**config.mk**
```make
export PLATFORM = sky130hd
export DESIGN_NAME = partition_fit_allocator
export DESIGN_NICKNAME = d
export VERILOG_FILES = /design/src/rtl/pfa_pkg.sv /design/src/rtl/pfa_cell.sv /design/src/rtl/partition_fit_allocator.sv
export SDC_FILE = /design/constraint.sdc
export NUM_CORES = 2
export LEC_CHECK = 0
export BUFFER_PORTS_ARGS = -buffer_cell sky130_fd_sc_hd__buf_2
export CORE_UTILIZATION = 35
export CTS_CLUSTER_DIAMETER = 120
export DETAILED_ROUTE_END_ITERATION = 7
export PLACE_DENSITY_LB_ADDON = 0.12
export SLEW_MARGIN = 10
export SYNTH_ARGS = -nofsm -noshare
export SYNTH_HDL_FRONTEND = slang
export SYNTH_SLANG_ARGS = --single-unit
```
**constraint.sdc**
```tcl
create_clock -name clk -period 4 [get_ports clk]
set_input_delay 0.2 -clock clk [delete_from_list [all_inputs] [get_ports clk]]
set_output_delay 0.2 -clock clk [all_outputs]
set_load 0.01 [all_outputs]
```
**src/rtl/pfa_pkg.sv**
```systemverilog
`default_nettype none
// ----------------------------------------------------------------------------
// pfa_pkg: shared types and codes for the partition fit allocator
// Fit modes, commands, configuration register indexes, the scan candidate
// word handed from cell to cell, and the control state encoding.
// ----------------------------------------------------------------------------
package pfa_pkg;

  // Widest index and size the block supports (PARTS up to 256, SIZE_BITS up to 32)
  localparam int MAX_IDX_W  = 8;
  localparam int MAX_SIZE_W = 32;

  // Configuration port
  localparam int CFG_IDX_W  = 2;
  localparam int CFG_DATA_W = 5;

  localparam logic [CFG_IDX_W-1:0] CFG_FIT_MODE   = 2'd0;
  localparam logic [CFG_IDX_W-1:0] CFG_PART_COUNT = 2'd1;

  typedef enum logic [1:0] {
    FIT_BEST  = 2'd0,
    FIT_FIRST = 2'd1,
    FIT_WORST = 2'd2,
    FIT_NONE  = 2'd3
  } fit_mode_t;

  typedef enum logic {
    CMD_LOAD  = 1'b0,
    CMD_ALLOC = 1'b1
  } cmd_t;

  // Best candidate seen so far in a scan
  typedef struct packed {
    logic                  found;
    logic [MAX_IDX_W-1:0]  idx;
    logic [MAX_SIZE_W-1:0] size;
  } cand_t;

  typedef enum logic [1:0] {
    ST_IDLE,
    ST_SCAN,
    ST_FINISH
  } state_t;

endpackage
`default_nettype wire

```
**src/rtl/pfa_cell.sv**
```systemverilog
`default_nettype none
// ----------------------------------------------------------------------------
// pfa_cell: one partition of the allocator chain
// Holds one free size. When the scan token arrives, compare the size with the
// request and the incoming candidate, then pass token and candidate on.
// ----------------------------------------------------------------------------
module pfa_cell import pfa_pkg::*; #(
  parameter int CELL_IDX  = 0,
  parameter int SIZE_BITS = 16
) (
  input  wire logic                 clk,
  input  wire logic                 rst,
  input  wire logic                 act_in,
  input  wire cand_t                cand_in,
  input  wire logic [SIZE_BITS-1:0] amt,
  input  wire fit_mode_t            mode,
  input  wire logic                 in_use,
  input  wire logic                 wr_en,
  input  wire logic [SIZE_BITS-1:0] wr_data,
  output logic                      act_out,
  output cand_t                     cand_out
);

  logic [SIZE_BITS-1:0] size_q;
  logic                 fits;
  logic                 take;
  cand_t                cand_next;

  always_comb begin
    fits = in_use && (size_q >= amt) && (mode != FIT_NONE);
    take = 1'b0;
    if (fits) begin
      priority if (!cand_in.found) begin
        take = 1'b1;
      end else if (mode == FIT_BEST) begin
        take = MAX_SIZE_W'(size_q) < cand_in.size;
      end else if (mode == FIT_WORST) begin
        take = MAX_SIZE_W'(size_q) > cand_in.size;
      end else begin
        take = 1'b0;
      end
    end
    cand_next = cand_in;
    if (take) begin
      cand_next.found = 1'b1;
      cand_next.idx   = MAX_IDX_W'(CELL_IDX);
      cand_next.size  = MAX_SIZE_W'(size_q);
    end
  end

  always_ff @(posedge clk) begin
    if (rst) begin
      size_q  <= '0;
      act_out <= 1'b0;
    end else begin
      if (wr_en) begin
        size_q <= wr_data;
      end
      act_out <= act_in;
    end
  end

  // Candidate payload; only meaningful behind the token
  always_ff @(posedge clk) begin
    if (act_in) begin
      cand_out <= cand_next;
    end
  end

endmodule
`default_nettype wire

```
**src/rtl/partition_fit_allocator.sv**
```systemverilog
`default_nettype none
// ----------------------------------------------------------------------------
// partition_fit_allocator: fixed partition placement, best/first/worst fit
// A chain of cells holds one partition free size each. Load words write a
// size; allocate words send a scan token down the chain and place the request
// in the partition chosen by the fit mode, then shrink that partition.
// ----------------------------------------------------------------------------
//
//  channel  | direction | handshake              | payload
//  ---------+-----------+------------------------+------------------------------
//  in       | input     | in_valid / in_stall    | cmd, part_index, amount
//  out      | output    | out_valid / out_stall  | granted, chosen_part,
//           |           |                        | remaining_free
//  cfg      | input     | cfg_valid / cfg_ready  | cfg_index, cfg_data
//
//  An allocate word passes from accept through the scan_go register; the
//  scan token visits one cell per clock, then ST_FINISH commits the write-back.
//  A load word goes straight to ST_FINISH. One word is in flight at a time.
//  Reset (rst, synchronous) clears all free sizes, fit_mode and
//  partition_count. A stalled result holds the commit until the output
//  register frees; the input stays stalled for that time.
//
module partition_fit_allocator import pfa_pkg::*; #(
  parameter int PARTS     = 16,
  parameter int SIZE_BITS = 16
) (
  input  wire logic                  clk,
  input  wire logic                  rst,
  // input words
  input  wire logic                  in_valid,
  output logic                       in_stall,
  input  wire logic                  cmd,
  input  wire logic [3:0]            part_index,
  input  wire logic [15:0]           amount,
  // result words
  output logic                       out_valid,
  input  wire logic                  out_stall,
  output logic                       granted,
  output logic [3:0]                 chosen_part,
  output logic [15:0]                remaining_free,
  // configuration writes
  input  wire logic                  cfg_valid,
  output logic                       cfg_ready,
  input  wire logic [CFG_IDX_W-1:0]  cfg_index,
  input  wire logic [CFG_DATA_W-1:0] cfg_data
);

  state_t               state;
  state_t               state_next;

  // configuration registers
  fit_mode_t            fit_mode;
  logic [4:0]           partition_count;

  // latched input word
  cmd_t                 cmd_q;
  logic [3:0]           idx_q;
  logic [SIZE_BITS-1:0] amt_q;

  // scan chain: token and candidate, one stage per cell
  logic [PARTS:0]       act;
  logic                 scan_go;
  cand_t                chain [PARTS+1];
  logic [PARTS-1:0]     in_use;
  logic [PARTS-1:0]     wr_en;
  logic [SIZE_BITS-1:0] wr_data;

  logic                 accept;
  logic                 start;
  logic                 commit;
  logic                 load_ok;
  logic [SIZE_BITS-1:0] alloc_left;
  cand_t                tail;

  assign cfg_ready = 1'b1;
  assign in_stall  = (state != ST_IDLE);
  assign accept    = in_valid && !in_stall;
  assign tail      = chain[PARTS];
  assign chain[0]  = '0;
  assign act[0]    = scan_go;

  // A load only lands inside the table
  assign load_ok    = (32'(idx_q) < PARTS);
  assign alloc_left = SIZE_BITS'(tail.size) - amt_q;
  assign wr_data    = (cmd_q == CMD_LOAD) ? amt_q : alloc_left;

  // Configuration registers
  always_ff @(posedge clk) begin
    if (rst) begin
      fit_mode        <= FIT_BEST;
      partition_count <= '0;
    end else if (cfg_valid && cfg_ready) begin
      unique case (cfg_index)
        CFG_FIT_MODE:   fit_mode        <= fit_mode_t'(cfg_data[1:0]);
        CFG_PART_COUNT: partition_count <= cfg_data[4:0];
        default:        ;
      endcase
    end
  end

  // Control: idle, scan the chain (allocate only; a load skips the scan), then commit when the output frees
  always_comb begin
    state_next = state;
    start      = 1'b0;
    commit     = 1'b0;
    unique case (state)
      ST_IDLE: begin
        if (accept) begin
          if (cmd_t'(cmd) == CMD_ALLOC) begin
            start      = 1'b1;
            state_next = ST_SCAN;
          end else begin
            state_next = ST_FINISH;
          end
        end
      end
      ST_SCAN: begin
        if (act[PARTS]) begin
          state_next = ST_FINISH;
        end
      end
      ST_FINISH: begin
        if (!out_valid || !out_stall) begin
          commit     = 1'b1;
          state_next = ST_IDLE;
        end
      end
      default: state_next = ST_IDLE;
    endcase
  end

  always_ff @(posedge clk) begin
    if (rst) begin
      state   <= ST_IDLE;
      scan_go <= 1'b0;
    end else begin
      state   <= state_next;
      scan_go <= start;
    end
  end

  // Hold the accepted word for the whole operation
  always_ff @(posedge clk) begin
    if (accept) begin
      cmd_q <= cmd_t'(cmd);
      idx_q <= part_index;
      amt_q <= SIZE_BITS'(amount);
    end
  end

  // Cells: partition k is in use below partition_count, and is written on
  // commit when it is the load target or the placed partition
  for (genvar k = 0; k < PARTS; k++) begin : g_cell
    assign in_use[k] = (32'(partition_count) > k);
    assign wr_en[k]  = commit && ((cmd_q == CMD_LOAD)
                                  ? (load_ok && (32'(idx_q) == k))
                                  : (tail.found && (32'(tail.idx) == k)));

    pfa_cell #(
      .CELL_IDX  (k),
      .SIZE_BITS (SIZE_BITS)
    ) u_cell (
      .clk      (clk),
      .rst      (rst),
      .act_in   (act[k]),
      .cand_in  (chain[k]),
      .amt      (amt_q),
      .mode     (fit_mode),
      .in_use   (in_use[k]),
      .wr_en    (wr_en[k]),
      .wr_data  (wr_data),
      .act_out  (act[k+1]),
      .cand_out (chain[k+1])
    );
  end

  // Result register: load on commit, drop once taken
  always_ff @(posedge clk) begin
    if (rst) begin
      out_valid <= 1'b0;
    end else if (commit) begin
      out_valid <= 1'b1;
    end else if (out_valid && !out_stall) begin
      out_valid <= 1'b0;
    end
  end

  always_ff @(posedge clk) begin
    if (commit) begin
      if (cmd_q == CMD_LOAD) begin
        granted        <= load_ok;
        chosen_part    <= load_ok ? idx_q : 4'd0;
        remaining_free <= load_ok ? 16'(amt_q) : 16'd0;
      end else begin
        granted        <= tail.found;
        chosen_part    <= tail.found ? 4'(tail.idx) : 4'd0;
        remaining_free <= tail.found ? 16'(alloc_left) : 16'd0;
      end
    end
  end

  // Only one scan token is ever in the chain
  a_one_token: assert property (@(posedge clk) disable iff (rst)
    $onehot0(act))
    else $error("more than one scan token in the chain");

  // The chain is quiet whenever the block is idle
  a_idle_quiet: assert property (@(posedge clk) disable iff (rst)
    (state == ST_IDLE) |-> (act == '0))
    else $error("scan token present while idle");

  // The token reaches the tail only during a scan
  a_tail_in_scan: assert property (@(posedge clk) disable iff (rst)
    act[PARTS] |-> (state == ST_SCAN))
    else $error("scan finished outside of scan state");

  // A commit always presents a result next cycle
  a_commit_result: assert property (@(posedge clk) disable iff (rst)
    commit |=> out_valid)
    else $error("commit did not load the result register");

  // A commit never overwrites a result still waiting
  a_no_overwrite: assert property (@(posedge clk) disable iff (rst)
    commit |-> (!out_valid || !out_stall))
    else $error("result overwritten while stalled");

endmodule
`default_nettype wire
```
==> metrics.cfg <==
[routing]
drtIter0Drc = 1759
drc = 12
first_pass_iters = 7
routedWlPerCell_um = 24.0
antenna_left = 0
via_count = 26000
routed_wirelength_mm = 119
vias_per_cell = 5.25

[synth]
yosys_warnings = 0
async_reset_ff_share_pct = 0
synth_seq_cells = 646
avgSynthCellArea_um2 = 11.0
ys_seq_area_share_pct = 44.5
synth.distinct_cells = 79
ys_dominant_reg_cell = edfxtp_1
syn_area_um2 = 37200
syn_inst = 3385
syn-num-nets = 3930
synth_edf_count = 363

[power_and_ir_drop]
power_density_nw_per_um2 = 360
power_leakage_nw = 17.4
ir_drop_mv = 0.233

[cts]
clkTransAtPathRegs_ns = 0.06
clock_latency_ns = 0.65
post-cts-setup-buffers = 0
clockBufferDepth = 3
clock_sinks = 646
cts_made_buffers = 78
cts_tree = yes
cts_root_buf = clkbuf_16
htreeDepth = 3

[placed_design]
dpl-instance-area_um2 = 39500
gp_congestion = 0.830
port-buffer-count = 55
dpl.hpwl_mm = 85.4
dp_slack_ns = 0.643

[finish]
post-route-util_pct = 40.2
layout_common_cells = 511 x ha_1, 363 x edfxtp_1, 283 x dfxtp_1
final_nets = 4051
syn_to_final_growth_pct = 13.8
fillCellCount = 10300
drive_gt1_share_pct = 16.4
final_area_um2 = 42300
final_common_cell = ha_1

[global_routing]
grt_max_degree = 145
grt_overflow_total = 0
antenna_found_initial = 8
grt_pass1_wl_mm = 174
gr-usage-all-layers_pct = 22.1
grt_pass1_vias = 25400

[die]
design.core.area_um2 = 105000
dieWidth_um = 328
die_h_um = 328
fp.dieArea_um2 = 108000
rows = 119
start_util_pct = 35.3
ios = 57

[timing]
fin_crit_ns = 3.47
maxSlewViolCount = 0
finalCritPeriodShare_pct = 86.7
finalHoldViolCount = 0
fin_ws_ns = 0.532
fin_skew_ns = 0.0334
fmax_mhz = 288
setup_viol = 0
grt_setup_unrepaired = no
setup_tns_ns = 0
relSlewSlack_pct = 25.4
worst_pin_slew_ns = 1.11

[worst_setup_path]
critPathKind = reg -> reg
worstPathArrival_ns = 3.85
critPathMaxFanout = 18
crit_path_start_kind = flip-flop
crit_required_ns = 4.38
endpoint_kind = flip-flop

[min_path]
hp-class = in -> reg

[run]
maxCapViolations = 0

[status]
status = finished, violations left
violations = design-rule violations

path summary, 6_finish.rpt:
| kind | start | slack [ns] | to | cells past startpoint |
|---|---|---|---|---|
| worst max-delay path | amt_q[14] | 0.53 | g_cell[2].u_cell.cand_out[10] | 11 |
| worst max register to register | amt_q[14] | 0.53 | g_cell[2].u_cell.cand_out[10] | 11 |
| worst min register to register | state[1] | 0.47 | state[0] | 1 |
| worst min-delay path | cfg_index[0] | 0.22 | partition_count[4] | 4 |
metrics by stage:
stage	power (mW)	hold WS [ns]	std cells
2_1_floorplan	7.72	0.299	3385
3_3_place_gp	8.31	0.377	4786
3_5_place_dp	8.31	0.382	4786
4_1_cts	15.4	0.186	4958
5_1_grt	15.7	0.226	4958
6_report	15.3	0.216	4960
where the power goes:
| group | switching [mW] | internal (mW) | leakage [nW] | total [mW] |
|---|---|---|---|---|
| logic | 0.807 | 0.327 | 10.6 | 1.13 |
| registers | 0.0478 | 7.01 | 5.58 | 7.06 |
| clock network | 2.91 | 4.16 | 1.22 | 7.07 |
per-layer routing:
| layer | up-vias | GRT usage, % | part of all wire, % | routed length [um] |
|---|---|---|---|---|
| met5 | - | 0 | 0 | 0 |
| met2 | 545 | 35.7 | 46 | 54900 |
| li1 | 12800 | - | - | - |
| met4 | 0 | 5.69 | 2.3 | 2700 |
| met1 | 12500 | 30.7 | 47 | 56200 |
| met3 | 136 | 3.22 | 4.5 | 5360 |
cell type report:
cell class	instances	area, um^2	share of cell area, %
diodes	2	5.00	0.0118
clock buffers	125	2320	5.49
clock inverters	16	165	0.390
inverters	278	1040	2.46
multi-input cells	2313	19100	45.0
flip-flops and latches	646	16600	39.1
well taps	1391	1740	4.11
repair buffers	189	1440	3.41
cell families after synthesis:
family	count (synthesis)	share of synthesized area [%]
other	1	0.0101
xor gates and xnor gates	15	0.353
muxes	308	9.47
DFF	646	44.5
buffers and inverters	426	4.60
adders and majority gates	512	17.2
and+or+nand+nor	668	8.78
AOI/OAI and AO/OA	809	15.0
Yosys cell counts (9+ instances only):
cell / instances / area share, %
dfxtp_1: 283 / 15
mux2_4: 31 / 1.3
or2_2: 24 / 0.40
a21o_1: 90 / 1.8
mux2_1: 12 / 0.36
nand2_1: 89 / 0.90
o21a_1: 29 / 0.59
a211oi_1: 249 / 5.0
clkbuf_1: 90 / 0.91
a311oi_1: 18 / 0.42
o211a_1: 9 / 0.24
o211ai_1: 31 / 0.63
mux2i_1: 49 / 1.3
nand4_1: 65 / 1.1
a21oi_1: 183 / 2.5
ha_1: 511 / 17
nand2b_1: 62 / 1.0
inv_1: 277 / 2.8
a21boi_0: 19 / 0.38
o22a_1: 9 / 0.21
buf_1: 14 / 0.14
buf_2: 34 / 0.46
nand3_1: 22 / 0.30
mux2_2: 216 / 6.5
o22ai_1: 11 / 0.18
edfxtp_1: 363 / 29
o21ai_0: 78 / 1.0
nor2_1: 291 / 2.9
nor3_1: 9 / 0.12
a31o_2: 9 / 0.21
o2111ai_1: 13 / 0.31
and4_1: 11 / 0.26
nor2b_1: 53 / 0.89
worst max-delay path: stages (launching register included):
cell	delay, ns
edfxtp_1	0.40
inv_1	0.10
buf_4	0.28
ha_1	0.29
nand2_1	0.06
o21ai_0	0.13
a2111oi_1	0.46
buf_4	0.21
o211ai_1	0.09
and3_1	0.19
a21bo_2	0.57
mux2_2	0.42
sequential cells by signal, indices dropped and copies added (netlist names):
name                    cells
cmd_q                       1
granted                     1
out_valid                   1
partition_count             5
g_cell.u_cell.size_q      256
remaining_free             16
scan_go                     1
state                       2
fit_mode                    2
amt_q                      16
idx_q                       4
g_cell.u_cell.cand_out    321
g_cell.u_cell.act_out      16
chosen_part                 4
timing repair:
item / CTS / global route
hold buffers: 31 / 0
gates resized for setup: 0 / 0
endpoints found under the hold margin: 38 / 0
No activity file was read; power rests on OpenSTA's default activity.
